### src/hdl/md5hs_pkg.sv
// Shared types, constants and round tables for the MD5 streaming hash block.
// No dependencies; every other file of the block imports this package.
package md5hs_pkg;

  typedef logic [31:0] word_t;
  typedef logic [3:0] waddr_t;
  typedef logic [3:0][31:0] cv_t;

  localparam word_t IV_A = 32'h67452301;
  localparam word_t IV_B = 32'hefcdab89;
  localparam word_t IV_C = 32'h98badcfe;
  localparam word_t IV_D = 32'h10325476;

  localparam word_t PAD_BYTE = 32'h00000080;
  localparam waddr_t LEN_POS = 4'd14;
  localparam waddr_t LAST_POS = 4'd15;

  typedef struct packed {
    logic start;
    logic init;
  } core_ctrl_t;

  typedef struct packed {
    logic done;
    logic busy;
  } core_stat_t;

  typedef enum logic [1:0] {
    CORE_IDLE,
    CORE_PRIME,
    CORE_ROUND,
    CORE_FINAL
  } core_state_t;

  typedef enum logic [2:0] {
    ST_IN,
    ST_PAD80,
    ST_PAD,
    ST_LEN_LO,
    ST_LEN_HI,
    ST_COMP,
    ST_OUT
  } seq_state_t;

  // Message word used by a round.
  function automatic waddr_t msg_index(input logic [5:0] r);
    waddr_t lo;
    waddr_t idx;
    lo = r[3:0];
    case (r[5:4])
      2'd0:    idx = lo;
      2'd1:    idx = waddr_t'(4'd5 * lo + 4'd1);
      2'd2:    idx = waddr_t'(4'd3 * lo + 4'd5);
      default: idx = waddr_t'(4'd7 * lo);
    endcase
    return idx;
  endfunction

  function automatic logic [4:0] rot_amount(input logic [5:0] r);
    logic [4:0] s;
    case ({r[5:4], r[1:0]})
      4'd0:    s = 5'd7;
      4'd1:    s = 5'd12;
      4'd2:    s = 5'd17;
      4'd3:    s = 5'd22;
      4'd4:    s = 5'd5;
      4'd5:    s = 5'd9;
      4'd6:    s = 5'd14;
      4'd7:    s = 5'd20;
      4'd8:    s = 5'd4;
      4'd9:    s = 5'd11;
      4'd10:   s = 5'd16;
      4'd11:   s = 5'd23;
      4'd12:   s = 5'd6;
      4'd13:   s = 5'd10;
      4'd14:   s = 5'd15;
      default: s = 5'd21;
    endcase
    return s;
  endfunction

  function automatic word_t round_const(input logic [5:0] r);
    word_t k;
    case (r)
      6'd0:  k = 32'hd76aa478;  6'd1:  k = 32'he8c7b756;
      6'd2:  k = 32'h242070db;  6'd3:  k = 32'hc1bdceee;
      6'd4:  k = 32'hf57c0faf;  6'd5:  k = 32'h4787c62a;
      6'd6:  k = 32'ha8304613;  6'd7:  k = 32'hfd469501;
      6'd8:  k = 32'h698098d8;  6'd9:  k = 32'h8b44f7af;
      6'd10: k = 32'hffff5bb1;  6'd11: k = 32'h895cd7be;
      6'd12: k = 32'h6b901122;  6'd13: k = 32'hfd987193;
      6'd14: k = 32'ha679438e;  6'd15: k = 32'h49b40821;
      6'd16: k = 32'hf61e2562;  6'd17: k = 32'hc040b340;
      6'd18: k = 32'h265e5a51;  6'd19: k = 32'he9b6c7aa;
      6'd20: k = 32'hd62f105d;  6'd21: k = 32'h02441453;
      6'd22: k = 32'hd8a1e681;  6'd23: k = 32'he7d3fbc8;
      6'd24: k = 32'h21e1cde6;  6'd25: k = 32'hc33707d6;
      6'd26: k = 32'hf4d50d87;  6'd27: k = 32'h455a14ed;
      6'd28: k = 32'ha9e3e905;  6'd29: k = 32'hfcefa3f8;
      6'd30: k = 32'h676f02d9;  6'd31: k = 32'h8d2a4c8a;
      6'd32: k = 32'hfffa3942;  6'd33: k = 32'h8771f681;
      6'd34: k = 32'h6d9d6122;  6'd35: k = 32'hfde5380c;
      6'd36: k = 32'ha4beea44;  6'd37: k = 32'h4bdecfa9;
      6'd38: k = 32'hf6bb4b60;  6'd39: k = 32'hbebfbc70;
      6'd40: k = 32'h289b7ec6;  6'd41: k = 32'heaa127fa;
      6'd42: k = 32'hd4ef3085;  6'd43: k = 32'h04881d05;
      6'd44: k = 32'hd9d4d039;  6'd45: k = 32'he6db99e5;
      6'd46: k = 32'h1fa27cf8;  6'd47: k = 32'hc4ac5665;
      6'd48: k = 32'hf4292244;  6'd49: k = 32'h432aff97;
      6'd50: k = 32'hab9423a7;  6'd51: k = 32'hfc93a039;
      6'd52: k = 32'h655b59c3;  6'd53: k = 32'h8f0ccc92;
      6'd54: k = 32'hffeff47d;  6'd55: k = 32'h85845dd1;
      6'd56: k = 32'h6fa87e4f;  6'd57: k = 32'hfe2ce6e0;
      6'd58: k = 32'ha3014314;  6'd59: k = 32'h4e0811a1;
      6'd60: k = 32'hf7537e82;  6'd61: k = 32'hbd3af235;
      6'd62: k = 32'h2ad7d2bb;  default: k = 32'heb86d391;
    endcase
    return k;
  endfunction

endpackage

### src/hdl/md5hs_msgbuf.sv
// Sixteen-word block buffer: one write port, one read port with registered data.
// Depends on md5hs_pkg for the word and address types.
module md5hs_msgbuf (
  input  logic              clk,
  input  logic              we,
  input  md5hs_pkg::waddr_t waddr,
  input  md5hs_pkg::word_t  wdata,
  input  md5hs_pkg::waddr_t raddr,
  output md5hs_pkg::word_t  rdata
);
  import md5hs_pkg::*;

  word_t mem [16];

  always_ff @(posedge clk) begin
    if (we) begin
      mem[waddr] <= wdata;
    end
  end

  always_ff @(posedge clk) begin
    rdata <= mem[raddr];
  end

endmodule

### src/hdl/md5hs_core.sv
// MD5 compression core: one round per cycle over the block buffer, plus the
// chaining value registers. Depends on md5hs_pkg for tables and types.
module md5hs_core (
  input  logic                  clk,
  input  logic                  rst,
  input  md5hs_pkg::core_ctrl_t ctrl,
  output md5hs_pkg::core_stat_t stat,
  output md5hs_pkg::waddr_t     raddr,
  input  md5hs_pkg::word_t      rdata,
  output md5hs_pkg::cv_t        cv
);
  import md5hs_pkg::*;

  core_state_t state, state_next;
  logic [5:0] rnd;
  word_t ra, rb, rc, rd;
  word_t f_val;
  word_t sum;
  word_t new_b;
  logic [63:0] dbl;
  logic [4:0] s;

  always_ff @(posedge clk) begin
    if (rst) begin
      state <= CORE_IDLE;
    end else begin
      state <= state_next;
    end
  end

  always_comb begin
    state_next = state;
    stat.done = 1'b0;
    stat.busy = (state != CORE_IDLE);
    raddr = msg_index(6'(rnd + 6'd1));
    case (state)
      CORE_IDLE: begin
        if (ctrl.start) begin
          state_next = CORE_PRIME;
        end
      end
      CORE_PRIME: begin
        raddr = msg_index(6'd0);
        state_next = CORE_ROUND;
      end
      CORE_ROUND: begin
        if (rnd == 6'd63) begin
          state_next = CORE_FINAL;
        end
      end
      CORE_FINAL: begin
        stat.done = 1'b1;
        state_next = CORE_IDLE;
      end
      default: state_next = CORE_IDLE;
    endcase
  end

  always_comb begin
    case (rnd[5:4])
      2'd0:    f_val = (rb & rc) | (~rb & rd);
      2'd1:    f_val = (rb & rd) | (rc & ~rd);
      2'd2:    f_val = rb ^ rc ^ rd;
      default: f_val = rc ^ (rb | ~rd);
    endcase
    sum = ra + f_val + rdata + round_const(rnd);
    s = rot_amount(rnd);
    // Right shift of the doubled word by 32 - s leaves the left rotation below.
    dbl = {sum, sum} >> (6'd32 - {1'b0, s});
    new_b = rb + dbl[31:0];
  end

  always_ff @(posedge clk) begin
    if (rst) begin
      rnd <= '0;
      ra <= '0;
      rb <= '0;
      rc <= '0;
      rd <= '0;
      cv <= {IV_D, IV_C, IV_B, IV_A};
    end else begin
      case (state)
        CORE_PRIME: begin
          rnd <= '0;
          ra <= cv[0];
          rb <= cv[1];
          rc <= cv[2];
          rd <= cv[3];
        end
        CORE_ROUND: begin
          rnd <= 6'(rnd + 6'd1);
          ra <= rd;
          rb <= new_b;
          rc <= rb;
          rd <= rc;
        end
        CORE_FINAL: begin
          cv[0] <= cv[0] + ra;
          cv[1] <= cv[1] + rb;
          cv[2] <= cv[2] + rc;
          cv[3] <= cv[3] + rd;
        end
        default: begin
          if (ctrl.init) begin
            cv <= {IV_D, IV_C, IV_B, IV_A};
          end
        end
      endcase
    end
  end

endmodule

### src/hdl/md5_hash_stream.sv
// MD5 over a stream of 32-bit little-endian message words.
// Input channel: message_word, valid_bytes and last_word with msg_valid and
// msg_stall; a request is taken when msg_valid is high and msg_stall low.
// Output channel: digest_word, digest_index and digest_last with digest_valid
// and digest_stall; four requests per message, A first, digest_last on D.
// Each input word is written to the block buffer when it is taken. The
// sixteenth word of a block starts the compression core, which fills its
// working registers from the chaining value, runs the 64 rounds and then
// updates the chaining value. msg_stall is high while the core runs, while
// padding is written and while the digest is out. After the last word the
// block writes the padding and the bit length into the buffer and runs one
// or two more compressions before the digest is shown. The digest stays on
// the port while digest_stall is high; after D is taken the chaining value,
// length and word position are back at their initial values. Reset (rst,
// synchronous) sets the same initial state; the buffer contents are not
// cleared.
// Depends on md5hs_pkg, md5hs_msgbuf and md5hs_core.
module md5_hash_stream (
  input  logic        clk,
  input  logic        rst,
  input  logic        msg_valid,
  output logic        msg_stall,
  input  logic [31:0] message_word,
  input  logic [2:0]  valid_bytes,
  input  logic        last_word,
  output logic        digest_valid,
  input  logic        digest_stall,
  output logic [31:0] digest_word,
  output logic [1:0]  digest_index,
  output logic        digest_last
);
  import md5hs_pkg::*;

  seq_state_t state, state_next;
  seq_state_t ret, ret_next;
  waddr_t pos;
  logic [63:0] bit_len, bit_len_next;
  logic [1:0] idx;

  logic push;
  word_t push_data;
  seq_state_t after;
  logic [2:0] nbytes;
  word_t tail_word;
  logic in_take;
  logic out_take;

  core_ctrl_t cctrl;
  core_stat_t cstat;
  waddr_t raddr;
  word_t rdata;
  cv_t cv;

  md5hs_msgbuf u_buf (
    .clk   (clk),
    .we    (push),
    .waddr (pos),
    .wdata (push_data),
    .raddr (raddr),
    .rdata (rdata)
  );

  md5hs_core u_core (
    .clk   (clk),
    .rst   (rst),
    .ctrl  (cctrl),
    .stat  (cstat),
    .raddr (raddr),
    .rdata (rdata),
    .cv    (cv)
  );

  assign in_take = msg_valid && !msg_stall;
  assign out_take = digest_valid && !digest_stall;

  // Count of bytes used from the request; only the last word may be short.
  always_comb begin
    if (!last_word || valid_bytes > 3'd4) begin
      nbytes = 3'd4;
    end else begin
      nbytes = valid_bytes;
    end
    case (nbytes)
      3'd0:    tail_word = PAD_BYTE;
      3'd1:    tail_word = {16'h0000, 8'h80, message_word[7:0]};
      3'd2:    tail_word = {8'h00, 8'h80, message_word[15:0]};
      3'd3:    tail_word = {8'h80, message_word[23:0]};
      default: tail_word = message_word;
    endcase
  end

  always_ff @(posedge clk) begin
    if (rst) begin
      state <= ST_IN;
      ret <= ST_IN;
      pos <= '0;
      bit_len <= '0;
      idx <= '0;
    end else begin
      state <= state_next;
      ret <= ret_next;
      bit_len <= bit_len_next;
      if (push) begin
        pos <= 4'(pos + 4'd1);
      end
      if (out_take) begin
        idx <= 2'(idx + 2'd1);
      end
    end
  end

  always_comb begin
    push = 1'b0;
    push_data = message_word;
    after = state;
    ret_next = ret;
    bit_len_next = bit_len;
    cctrl.start = 1'b0;
    cctrl.init = 1'b0;
    msg_stall = (state != ST_IN);
    digest_valid = (state == ST_OUT);
    case (state)
      ST_IN: begin
        if (msg_valid) begin
          push = 1'b1;
          bit_len_next = bit_len + {58'd0, nbytes, 3'b000};
          if (!last_word) begin
            after = ST_IN;
          end else if (nbytes == 3'd4) begin
            after = ST_PAD80;
          end else begin
            push_data = tail_word;
            after = ST_PAD;
          end
        end
      end
      ST_PAD80: begin
        push = 1'b1;
        push_data = PAD_BYTE;
        after = ST_PAD;
      end
      ST_PAD: begin
        if (pos == LEN_POS) begin
          after = ST_LEN_LO;
        end else begin
          push = 1'b1;
          push_data = '0;
          after = ST_PAD;
        end
      end
      ST_LEN_LO: begin
        push = 1'b1;
        push_data = bit_len[31:0];
        after = ST_LEN_HI;
      end
      ST_LEN_HI: begin
        push = 1'b1;
        push_data = bit_len[63:32];
        after = ST_OUT;
      end
      ST_COMP: begin
        if (cstat.done) begin
          after = ret;
        end
      end
      ST_OUT: begin
        if (out_take && idx == 2'd3) begin
          cctrl.init = 1'b1;
          bit_len_next = '0;
          after = ST_IN;
        end
      end
      default: after = ST_IN;
    endcase

    // Writing the final word of a block hands the buffer to the core.
    state_next = after;
    if (push && pos == LAST_POS) begin
      cctrl.start = 1'b1;
      ret_next = after;
      state_next = ST_COMP;
    end
  end

  assign digest_word = cv[idx];
  assign digest_index = idx;
  assign digest_last = (idx == 2'd3);

endmodule
### config.mk
export PLATFORM = sky130hd
export DESIGN_NAME = md5_hash_stream
export DESIGN_NICKNAME = d
export VERILOG_FILES = /design/src/hdl/md5hs_pkg.sv /design/src/hdl/md5hs_msgbuf.sv /design/src/hdl/md5hs_core.sv /design/src/hdl/md5_hash_stream.sv
export SDC_FILE = /design/constraint.sdc
export NUM_CORES = 2
export LEC_CHECK = 0
export BUFFER_PORTS_ARGS = -buffer_cell sky130_fd_sc_hd__buf_2
export CAP_MARGIN = 20
export CORE_UTILIZATION = 40
export CTS_BUF_LIST = sky130_fd_sc_hd__clkbuf_2
export DETAILED_ROUTE_END_ITERATION = 7
export MAX_ROUTING_LAYER = met4
export PLACE_DENSITY_LB_ADDON = 0.2
export SLEW_MARGIN = 20
export SYNTH_ARGS = -nofsm -noshare
export SYNTH_HDL_FRONTEND = slang
export SYNTH_SLANG_ARGS = --single-unit
### constraint.sdc
create_clock -name clk -period 9 [get_ports clk]
set_input_delay 1.35 -clock clk [delete_from_list [all_inputs] [get_ports clk]]
set_output_delay 1.35 -clock clk [all_outputs]
set_load 0.01 [all_outputs]
* Word-level counts from Yosys, hierarchy flattened
Memory sizes are Yosys's and may differ from the RTL's. A register that Yosys moved wholly into a read port is not among the register bits.
Index checks and enable logic that the tools add are counted.
** Word-level totals
- Output and inout bits :: 37
- Bits in read-only memories :: 2128
- Bits of input ports :: 40
- Register bits after elaboration :: 340
- Word-level logic and storage cells :: 145
- Memory bits (writable) :: 512
- Memories :: 3
** Cells by class
- Equal/unequal tests :: 25
- Bitwise logic cells :: 13
- Add/sub/neg operators :: 15
- Muxes and demuxes :: 46
- $lt $le $gt $ge :: 2
- Shift operators :: 1
- $mul :: 3
- Reduce and logical (&&, ||, !) cells :: 21
** Memories
- (name not given) :: depth 64, bits a word 32, rd ports 1, clocked after memory_dff 1, wr ports 0, RTL line md5hs_pkg.sv:84 : case (r)
- u_buf.mem :: depth 16, bits a word 32, rd ports 1, clocked after memory_dff 1, wr ports 1, RTL line md5hs_msgbuf.sv:13 : word_t mem [16];
- (name not given) :: depth 16, bits a word 5, rd ports 1, clocked after memory_dff 1, wr ports 0, RTL line md5hs_pkg.sv:61 : case ({r[5:4], r[1:0]})
** Operators with widths (number)
- adder 32 bit :: 8
- case mux 128 bit (2 select lines) :: 1
- case mux 32 bit (2 select lines) :: 4
- 2-to-1 mux 32 bit :: 5
- case mux 32 bit (5 select lines) :: 1
- bitwise AND 32 bit :: 4
- 2-to-1 mux 128 bit :: 1
- 2-to-1 mux 64 bit :: 2
- case mux 32 bit (4 select lines) :: 1
- case mux 64 bit (2 select lines) :: 1
- OR 32 bit :: 3
- case mux 32 bit (3 select lines) :: 1
- bitwise XOR 32 bit :: 3
- adder 64 x 6 -> 64 bit :: 1
- binary-select mux 32 bit (select 2 bit) :: 1
- NOT 32 bit :: 2
- >> shifter 64 x 6 -> 32 bit :: 1
- case mux 3 bit (7 select lines) :: 1
- 2-to-1 mux 3 bit :: 5
- equality test 3 x 2 -> 1 bit, second input constant :: 4
- equality test 3 bit, second input constant :: 4
- 2-to-1 mux 4 bit :: 3
- 2-to-1 mux 6 bit :: 2
- case mux 4 bit (3 select lines) :: 1
- other kinds (33) :: 66

* Longest topological paths before layout
- Word-level depth :: 10
- Depth in mapped cells :: 40
- Depth with buffers taken out :: 38

* Hierarchy
A second synthesis with hierarchy kept.
** Unflattened totals
- Cell total of the unflattened synthesis :: 5324
- Area, all modules :: 54045.6 sq um
** Modules (own cells, without submodules)
- md5hs_core :: times used 1, area an instance 29139.2 sq um, cells each 3878, seq. area each 6025.8 sq um
- md5hs_msgbuf :: times used 1, area an instance 19854.0 sq um, cells each 838, seq. area each 16015.4 sq um
- md5_hash_stream :: times used 1, area an instance 5052.3 sq um, cells each 608, seq. area each 1461.4 sq um

* Least setup slack after synthesis
Ideal clock, no wire load.
- Path kind :: flip-flop to flip-flop
- Start point :: register u_core.rnd[4]
- End point :: register u_core.rb[30]
- Setup time :: 92 ps
- Clock period less this slack :: 8349 ps
- Cell stages (with the launch flop) :: 40
- Buffers on the path :: 3
- Data required time :: 8908 ps
- Data arrival time :: 8257 ps
- Setup slack :: 651 ps
- Cell sequence :: dfxtp_1 -> buf_2 -> buf_1 -> clkbuf_1 -> maj3_1 -> nand3_1 -> o221a_2 -> fa_1 -> inv_1 -> fa_1 -> inv_1 -> ha_1 -> inv_1 -> fa_1 -> nand2b_1 -> a21oi_1 -> o22ai_2 -> a211oi_1 -> [... 4 more ...] -> nand2_1 -> o21ai_0 -> mux2i_1 -> ha_1 -> fa_1 -> a21o_1 -> a21oi_1 -> o21bai_1 -> a21oi_1 -> nor2b_1 -> a21o_1 -> a41o_1 -> a21oi_1 -> a31oi_1 -> o21ai_0 -> a21boi_0 -> o221a_2 -> nor4_1
** Between the ends
- Word-level cells in the longest chain between the ends :: 8
- Elaborated cells between the ends (all ways) :: 10
- Those cells by class :: add/sub (4); eq/ne (2); shift (1); mux (2); reduce/logical (1)
** RTL lines
- from (decl) :: RTL line md5hs_core.sv:15 : logic [5:0] rnd;
- from (signal assigned) :: RTL line md5hs_core.sv:91 : rnd <= 6'(rnd + 6'd1);
- equality test 2 bit, or another cell as far along :: RTL line md5hs_core.sv:60 : case (rnd[5:4])
- case mux 32 bit (3 select lines) * :: RTL line md5hs_core.sv:60
- adder 32 bit * (3 in series) :: RTL line md5hs_core.sv:66 : sum = ra + f_val + rdata + round_const(rnd);
- >> shifter 64 x 6 -> 32 bit * :: RTL line md5hs_core.sv:69 : dbl = {sum, sum} >> (6'd32 - {1'b0, s});
- adder 32 bit * :: RTL line md5hs_core.sv:70 : new_b = rb + dbl[31:0];
- case mux 32 bit (2 select lines) * :: RTL line md5hs_core.sv:82 : case (state)
- to (signal assigned) :: RTL line md5hs_core.sv:86 : rb <= cv[1];
- to (signal assigned) :: RTL line md5hs_core.sv:93 : rb <= new_b;
- to (decl) :: RTL line md5hs_core.sv:16 : word_t ra, rb, rc, rd;
Every way passes the cells marked *; elsewhere a longest branch is shown, timed or not.
A chain may end at the register's enable or synchronous reset.

* Final worst setup path
Same ends and word-level chain as after synthesis.

==> metrics.yaml <==
die_x_um: 372
slowest_delay_ns: 0.49
p_leak_nw: 23.1
port-buffer-count: 76
num_rows: 135
netlist_area_um2: 54700
endpoint_kind: "register"
cap_violations: 0
cp-start-kind: "register"
crit_top_cell: "buf_4"
setup_tns_ns: 0
htree_levels: 4
slew_violations: 0
yosys_register_bits: 918
vdd_drop_max_mv: 0.124
antenna_found_initial: 8
yosysTopAreaCellShare: 0.281
drt-vias-per-instance: 5.84
coreArea_um2: 135000
ant_nets: 0
hold_class: "in -> reg"
area_delta_synth_final_pct: 10.4
worstPathArrival_ns: 10.10
synth-edff-count: 512
synth.area.top_cells: "edfxtp_1 28%, dfxtp_1 15%, mux4_2 6.9%"
synth_common_cells: "532 x nor2_1, 512 x edfxtp_1, 406 x dfxtp_1, 386 x a21oi_1, 341 x nand2_1"
path_clk_slew_ns: 0.11
start_util: 0.403
synthFlopType: "edfxtp_1"
drc: 0
pre_cts_slack_ns: 0.0915
ios: 77
worst_slew_pin_slew_ns: 1.16
syn_inst: 5403
vias: 44200
finalSetupViolations: 0
relSlewSlack: 0.215
max_freq_ghz: 0.117
avgSynthCellArea_um2: 10.1
drive_above_1_share: 0.166
clkPwrFrac: 0.213
synth.most_common_cell: "nor2_1"
period_needed_ns: 8.56
grt_max_degree: 129
async_flop_share: 0
critPathRequiredTime_ns: 10.54
place_area_um2: 57700
crit_slowest_cell: "fa_1"
clock_latency_ns: 1.71
cellInternalPower_w: 0.00833
yosysUniqueCellTypes: 98
synth_fp_nets: 5734
grt_pass1_vias: 42200
root_buffer: "clkbuf_2"
min_period_over_period: 0.951
p_comb_frac: 0.440
status: "finished clean"
final_cells: 7564
grt_pass1_wl_um: 270000
drt-total-wl_um: 183000
stdcell_area_um2: 60300
ctsLongestPathBuffers: 3
pwr-share-seq: 0.347
cp_max_fo: 14
yosysSeqAreaShare: 0.430
hpwl_um: 124000
grt_usage: 0.268
place_inst: 7094
p_switching_w: 0.00601
dr.pass1.iters: 7
hold_viol_final: 0
gp_congestion: 0.960
rsz0062_at_grt: "yes"
dieHeight_um: 372
setup_slack_ns: 0.443
grt_overflow: 0
cts-buffers-inserted: 234
synth_warnings: 0
power_density_nw_per_um2: 238
path_class: "reg -> reg"
wire_per_inst_um: 24.1
dieArea_um2: 138000
first_iter_violations: 4208
clkSinkCount: 918
fin_nets: 5892
fin_skew_ns: 0.134
yosys.area.top_type: "edfxtp_1"
swShare: 0.419
cts_tree: "built"
whs_ns: 0.260
repair_timing:
| action | in CTS | in global routing |
|---|---|---|
| cloned | 0 | 1 |
| setup endpoints to repair | 1 | 19 |
| pin swaps | 0 | 12 |
| hold endpoints to repair | 4 | 0 |
| resized for setup | 1 | 39 |
| setup buffers | 0 | 9 |
| hold buffers | 2 | 0 |
kinds of logic after synthesis:
group	synth area share
AO/OA/AOI/OAI	0.178
XOR/XNOR	0.0420
adder cells (fa/ha/maj)	0.0816
buffers and inverters	0.0458
flip-flops	0.430
multiplexers	0.109
AND/OR/NAND/NOR	0.114
metrics by stage:
stage | total power [W] | util
2_1_floorplan | 0.00900 | -
3_3_place_gp | 0.0111 | 0.426
3_5_place_dp | 0.0111 | 0.426
4_1_cts | 0.0142 | 0.443
5_1_grt | 0.0152 | 0.445
6_report | 0.0143 | 0.445
critical path, delay by kind of cell (launching register included):
kind            cells  cell delay, ns
compound gates     21            3.83
xor+xnor            1            0.26
fa+ha+maj           5            1.90
buf+inv             8            1.17
flops               1            0.41
mux                 2            0.38
simple gates        4            0.51
power by group through the flow:
| stage | sequential (W) | combinational, W | clock [W] |
|---|---|---|---|
| 6_report | 0.00498 | 0.00630 | 0.00306 |
| 5_1_grt | 0.00499 | 0.00682 | 0.00339 |
| 4_1_cts | 0.00497 | 0.00610 | 0.00316 |
| 3_5_place_dp | 0.00507 | 0.00607 | 0 |
| 3_3_place_gp | 0.00506 | 0.00604 | 0 |
| 2_1_floorplan | 0.00489 | 0.00411 | 0 |
area by class of cell:
type,instances,area [um^2]
Antenna cell,13,32.5
Multi-Input combinational cell,3826,29100
Inverter,293,1100
Tap cell,1781,2230
Timing Repair Buffer,288,2080
Sequential cell,918,23500
Fill cell,13000,75100
Clock inverter,80,482
Clock buffer,365,1830
cells in the final DEF (no fill, tap or decap), drive strengths merged, types with 68 or more instances in the layout:
cell type,Yosys,routed
nor2b,68,68
a21oi,387,387
a31oi,103,103
a211oi,199,199
xor2,119,119
a21o,87,87
nand2,341,341
inv,290,299
clkinv,3,73
buf,78,284
xnor2,143,143
o21ai,265,265
fa,68,68
mux2i,201,201
mux4,168,168
clkbuf,288,367
nand3,122,122
ha,223,223
nor2,533,533
edfxtp,512,512
nor3,83,83
dfxtp,406,406
per-layer routing:
layer  track usage  wire [um]  vias to the layer above
met5             -          0                        -
met4         0.117       7980                        0
met3        0.0427      10300                      340
met2         0.447      90000                     1614
met1         0.320      74200                    21600
li1              -          -                    20600
registers in the layout, indices dropped and copies added (netlist names), named ones only:
register      count
u_core.rd        32
digest_index      2
u_core.cv       128
u_core.rc        32
u_buf.mem       512
ret               3
u_core.rnd        6
u_core.rb        32
u_core.ra        32
u_core.state      2
state             3
pos               4
u_buf.rdata      32
u_core.s          5
bit_len          61
path summary, 6_finish.rpt:
kind	from	endpoint	slack, ns	cells past startpoint
worst max-delay path	u_core.rnd[4]	u_core.rb[30]	0.44	41
worst min-delay path	valid_bytes[0]	bit_len[3]	0.26	5
worst max register to register	u_core.rnd[4]	u_core.rb[30]	0.44	41
worst min register to register	u_core.cv[96]	u_core.cv[96]	0.50	2
(Power assumes the default switching activity.)
